## src/rtl/gb5_pkg.sv

```systemverilog
`timescale 1ns / 1ps
`default_nettype none
package gb5_pkg;

    localparam int PIX_W        = 24;
    localparam int CH_W         = 8;
    localparam int NUM_CH       = 3;
    localparam int TAPS         = 5;
    localparam int STORED_ROWS  = 4;
    localparam int QDEPTH       = 4;
    localparam int QPTR_W       = 2;
    localparam int CNT_W        = 3;
    localparam int CFG_IDX_W    = 3;
    localparam int CFG_DATA_W   = 16;
    localparam int FW_W         = 11;
    localparam int FH_W         = 13;
    localparam int WT_W         = 16;
    localparam int ROW_W        = 13;
    localparam int HEIGHT_LIMIT = 4096;
    localparam int NUM_WCLASS   = 6;
    localparam int WCLS_W       = 3;
    localparam int PROD_W       = CH_W + WT_W;
    localparam int ROWSUM_W     = PROD_W + 3;
    localparam int SUM_W        = PROD_W + 5;

    localparam logic [CFG_IDX_W-1:0] REG_FRAME_WIDTH      = 3'd0;
    localparam logic [CFG_IDX_W-1:0] REG_FRAME_HEIGHT     = 3'd1;
    localparam logic [CFG_IDX_W-1:0] REG_WEIGHT_CENTER    = 3'd2;
    localparam logic [CFG_IDX_W-1:0] REG_WEIGHT_NEAR_EDGE = 3'd3;
    localparam logic [CFG_IDX_W-1:0] REG_WEIGHT_NEAR_DIAG = 3'd4;
    localparam logic [CFG_IDX_W-1:0] REG_WEIGHT_FAR_EDGE  = 3'd5;
    localparam logic [CFG_IDX_W-1:0] REG_WEIGHT_KNIGHT    = 3'd6;
    localparam logic [CFG_IDX_W-1:0] REG_WEIGHT_FAR_CORNER = 3'd7;

    localparam logic [WCLS_W-1:0] WC_CENTER     = 3'd0;
    localparam logic [WCLS_W-1:0] WC_NEAR_EDGE  = 3'd1;
    localparam logic [WCLS_W-1:0] WC_NEAR_DIAG  = 3'd2;
    localparam logic [WCLS_W-1:0] WC_FAR_EDGE   = 3'd3;
    localparam logic [WCLS_W-1:0] WC_KNIGHT     = 3'd4;
    localparam logic [WCLS_W-1:0] WC_FAR_CORNER = 3'd5;

    localparam logic [FW_W-1:0] FRAME_WIDTH_RST  = 11'd640;
    localparam logic [FH_W-1:0] FRAME_HEIGHT_RST = 13'd480;
    localparam logic [WT_W-1:0] W_CENTER_RST     = 16'd13168;
    localparam logic [WT_W-1:0] W_NEAR_EDGE_RST  = 16'd7005;
    localparam logic [WT_W-1:0] W_NEAR_DIAG_RST  = 16'd3726;
    localparam logic [WT_W-1:0] W_FAR_EDGE_RST   = 16'd1054;
    localparam logic [WT_W-1:0] W_KNIGHT_RST     = 16'd561;
    localparam logic [WT_W-1:0] W_FAR_CORNER_RST = 16'd84;

    typedef logic [PIX_W-1:0] pixel_t;
    typedef pixel_t [TAPS-1:0] column_t;
    typedef column_t [TAPS-1:0] window_t;
    typedef logic [NUM_WCLASS-1:0][WT_W-1:0] weights_t;

    // Window is indexed [column slot][row slot]; slot 2 is the center.
    typedef struct packed {
        window_t    win;
        logic [3:0] row_ok;
        logic [3:0] col_ok;
        logic       last;
    } job_t;

    function automatic logic [WCLS_W-1:0] weight_class(input int r, input int c);
        int d;
        d = (r - 2) * (r - 2) + (c - 2) * (c - 2);
        case (d)
            0: return WC_CENTER;
            1: return WC_NEAR_EDGE;
            2: return WC_NEAR_DIAG;
            4: return WC_FAR_EDGE;
            5: return WC_KNIGHT;
            default: return WC_FAR_CORNER;
        endcase
    endfunction

endpackage
`default_nettype wire

```

## src/rtl/gb5_fifo.sv

```systemverilog
`timescale 1ns / 1ps
`default_nettype none
module gb5_fifo (
    input  wire logic                      aclk,
    input  wire logic                      aresetn,
    input  wire logic                      push,
    input  wire gb5_pkg::job_t             push_job,
    input  wire logic                      pop,
    output logic                           q_valid,
    output gb5_pkg::job_t                  q_job,
    output logic [gb5_pkg::CNT_W-1:0]      q_count
);
    import gb5_pkg::*;

    job_t              store_reg [QDEPTH];
    logic [QPTR_W-1:0] wr_ptr_reg, rd_ptr_reg;
    logic [CNT_W-1:0]  count_reg, count_next;
    logic              do_pop;

    always_comb begin
        q_valid = count_reg != '0;
        q_job   = store_reg[rd_ptr_reg];
        q_count = count_reg;
        do_pop  = pop && q_valid;
        count_next = count_reg + CNT_W'(push) - CNT_W'(do_pop);
    end

    always_ff @(posedge aclk) begin
        if (!aresetn) begin
            wr_ptr_reg <= '0;
            rd_ptr_reg <= '0;
            count_reg  <= '0;
        end else begin
            if (push) begin
                wr_ptr_reg <= wr_ptr_reg + QPTR_W'(1);
            end
            if (do_pop) begin
                rd_ptr_reg <= rd_ptr_reg + QPTR_W'(1);
            end
            count_reg <= count_next;
        end
    end

    always_ff @(posedge aclk) begin
        if (push) begin
            store_reg[wr_ptr_reg] <= push_job;
        end
    end

endmodule
`default_nettype wire

```

## config.mk

```make
export PLATFORM = sky130hd
export DESIGN_NAME = gb5_fifo
export DESIGN_NICKNAME = d
export VERILOG_FILES = /design/src/rtl/gb5_pkg.sv /design/src/rtl/gb5_fifo.sv
export SDC_FILE = /design/constraint.sdc
export NUM_CORES = 2
export LEC_CHECK = 0
export BUFFER_PORTS_ARGS = -buffer_cell sky130_fd_sc_hd__buf_2
export CAP_MARGIN = 20
export CORE_AREA = 3 3 482 484
export DETAILED_ROUTE_END_ITERATION = 10
export DIE_AREA = 0 0 485 487
export PLACE_DENSITY = 0.66
export SETUP_SLACK_MARGIN = 0.02
export SLEW_MARGIN = 25
export SYNTH_ARGS = -nofsm -noshare
export SYNTH_HDL_FRONTEND = slang
export SYNTH_SLANG_ARGS = --single-unit
```

## constraint.sdc

```tcl
create_clock -name aclk -period 18.4 [get_ports aclk]
set_input_delay 0.92 -clock aclk [delete_from_list [all_inputs] [get_ports aclk]]
set_output_delay 0.92 -clock aclk [all_outputs]
set_load 0.01 [all_outputs]
```

==> reports/metrics.yaml <==
pin_count: 1226
num_vias: 40807
grtUsageTotal_pct: 18.0
cts-root-buf: "clkbuf_16"
cp.arrival_ps: 5490
cap_violations: 0
ant_nets: 0
hold_class: "in -> reg"
cts_tree: "yes"
regToRegEndpoint: "store_reg[1][564]$_DFFE_PP_"
drive_gt1_share_pct: 46.3
slew_headroom_pct: 27.5
synth_edf_count: 2436
h-tree-depth: 4
cp.required_ps: 17480
async_flop_share_pct: 0
criticalPathCategory: "reg -> out"
synth_top_flop_cell: "edfxtp_1"
use_met1_pct: 21.0
synth_common_cells: "edfxtp_1, mux4_2, buf_2"
synth.yosys.seq_area_share_pct: 83.3
yosys_warnings: 0
cts_resized: 0
grt_pass1_vias: 41933
yosysTopAreaCell: "edfxtp_1"
largest_reg_flops: 2436
fp.dieW_um: 485
yosysMostFrequentCell: "edfxtp_1"
synth_cells: 3225
mappedNetlistNets: 3845
clock_sinks: 2445
fill_cells: 18608
start_util_pct: 38.7
place_congestion: 0.829
portBuffers: 1225
antenna_found_initial: 175
holdPathStages: 1
synth_top_area_share_pct: 83.1
initialDrtViolationCount: 3105
dieArea_um2: 236000
core-area_um2: 228000
nNetsFinal: 5232
post_cts_buffers: 0
cts_inserted_buffers: 238
area.growth.synth_to_final_pct: 20.2
drc: 0
hold_viol: 0
vias_per_cell: 5.18
worst_pin_slew_ps: 1090
drt_pass1_iterations: 5
dp_cells: 7378
grt_use_met2_pct: 29.2
gr-total-overflow: 0
stdcell_count: 7884
leakagePower_uw: 0.0348
clockBufferDepth: 3
ys_ff_latch: 2445
rows: 175
power_density_nw_per_um2: 129
hold_buffers: 0
r2r_setup_slack_ps: 13660
grt_max_degree: 129
min_period_ps: 6410
status: "finished, final reports clean"
ir_drop_uv: 118
wire_per_inst_um: 27.4
post-route-period-util_pct: 34.8
grt-busiest-layer: "met2"
setup_viol: 0
dpl.hpwl_mm: 146
wirelength_mm: 216
hold_end: "store_reg[3][314]$_DFFE_PP_"
rsz0062_at_grt: "false"
synth.distinct_cells: 21
syn_avg_cell_area_um2: 27.3
die_y_um: 487
crit_path_start_kind: "flip-flop"
met3_usage_pct: 8.26
ys_top_cells_by_area: "edfxtp_1, mux4_2, buf_2"
finalSetupTns_ps: 0
worst_setup_path_end_kind: "output port"
reg2reg_from: "wr_ptr_reg[1]$_SDFFE_PN0P_"
path_clk_slew_ps: 60
fmax_mhz: 156
clock_skew_ps: 68.9
holdCritStartpoint: "push_job[314]"
slew_viol_final: 0
clk_latency_ps: 860
grt_pass1_wl_mm: 308
cp_max_fo: 87
syn_area_um2: 88100
ff2ff_path_depth: 7
-- metal layers --
metal,part of all wire (%),vias up
met5,0.39,-
met4,3.2,120
met3,11,536
met2,50,1758
met1,35,21362
li1,-,17031
-- cell families (layout without fill, tap and decap cells) --
group	Yosys count	in the layout	synth area share, %
AOI/OAI and AO/OA	2	2	0.0199
xor gates and xnor gates	2	2	0.0355
adders and majority gates	7	7	0.108
buffers and inverters	142	1734	0.840
DFF	2445	2445	83.3
muxes	613	613	15.6
other	0	58	0
and+or+nand+nor	14	14	0.0938
-- stage by stage --
| stage | util (%) | instance area [um^2] | hold WS (ps) | total power (uW) | setup slack, ps |
|---|---|---|---|---|---|
| floorplan | - | 88100 | 449 | 8220 | 2770 |
| global placement | 43.0 | 97800 | 451 | 9080 | 12410 |
| detailed placement | 43.0 | 97900 | 471 | 9110 | 12440 |
| CTS | 46.4 | 106000 | 151 | 13900 | 11440 |
| global route | 46.4 | 106000 | 180 | 14200 | 11350 |
| finish | 46.5 | 106000 | 251 | 13700 | 11990 |
-- critical path, cell delays in order, from the launching register on --
cell and delay [ps]:
dfxtp_4 810, buf_12 490, buf_4 740, buf_4 710, buf_4 410, buf_16 300
mux4_2 580, buf_2 160
-- worst max-delay path by stage --
stage / startpoint / end / slack, ps / cells past startpoint
floorplan: push / store_reg[0][0]$_DFFE_PP_ / 2770 / 1
global placement: flip-flop / q_job[131] / 12410 / 6
detailed placement: flip-flop / q_job[131] / 12440 / 6
CTS: flip-flop / q_job[131] / 11440 / 6
global route: flip-flop / q_job[590] / 11350 / 6
finish: flip-flop / q_job[130] / 11990 / 7
-- power breakdown --
group | internal [uW] | switching (uW)
Clock | 2700 | 2030
Sequential | 6410 | 78.0
Combinational | 1090 | 1350
-- placed cells by master (no fill, tap or decap), types with 4 or more instances in the layout --
master      synthesis  final
clkinvlp_4          0     13
clkinv_1            0     70
diode_2             0     58
inv_1               6      6
and2_1              8      4
dfxtp_1             9      7
buf_12              0     14
mux2i_1             4      4
clkbuf_16           0    240
buf_2              72   1225
clkinv_16           0      8
clkbuf_1            5     42
mux4_2            609    609
edfxtp_1         2436   2436
bufinv_16           0     22
clkinv_2            0     42
buf_4               7     40
ha_1                6      6
and2_4              0      4
buf_16              0      4
-- area by class of cell --
type | count | area (um^2) | area share (%)
timing repair buffer | 1283 | 6820 | 6.45
inverter | 6 | 22.5 | 0.0213
multi-input combinational | 638 | 14000 | 13.2
sequential | 2445 | 73300 | 69.3
tap | 3009 | 3760 | 3.56
clock buffer | 282 | 6160 | 5.82
antenna | 58 | 145 | 0.137
clock inverter | 163 | 1590 | 1.50
(Power assumes the default switching activity.)
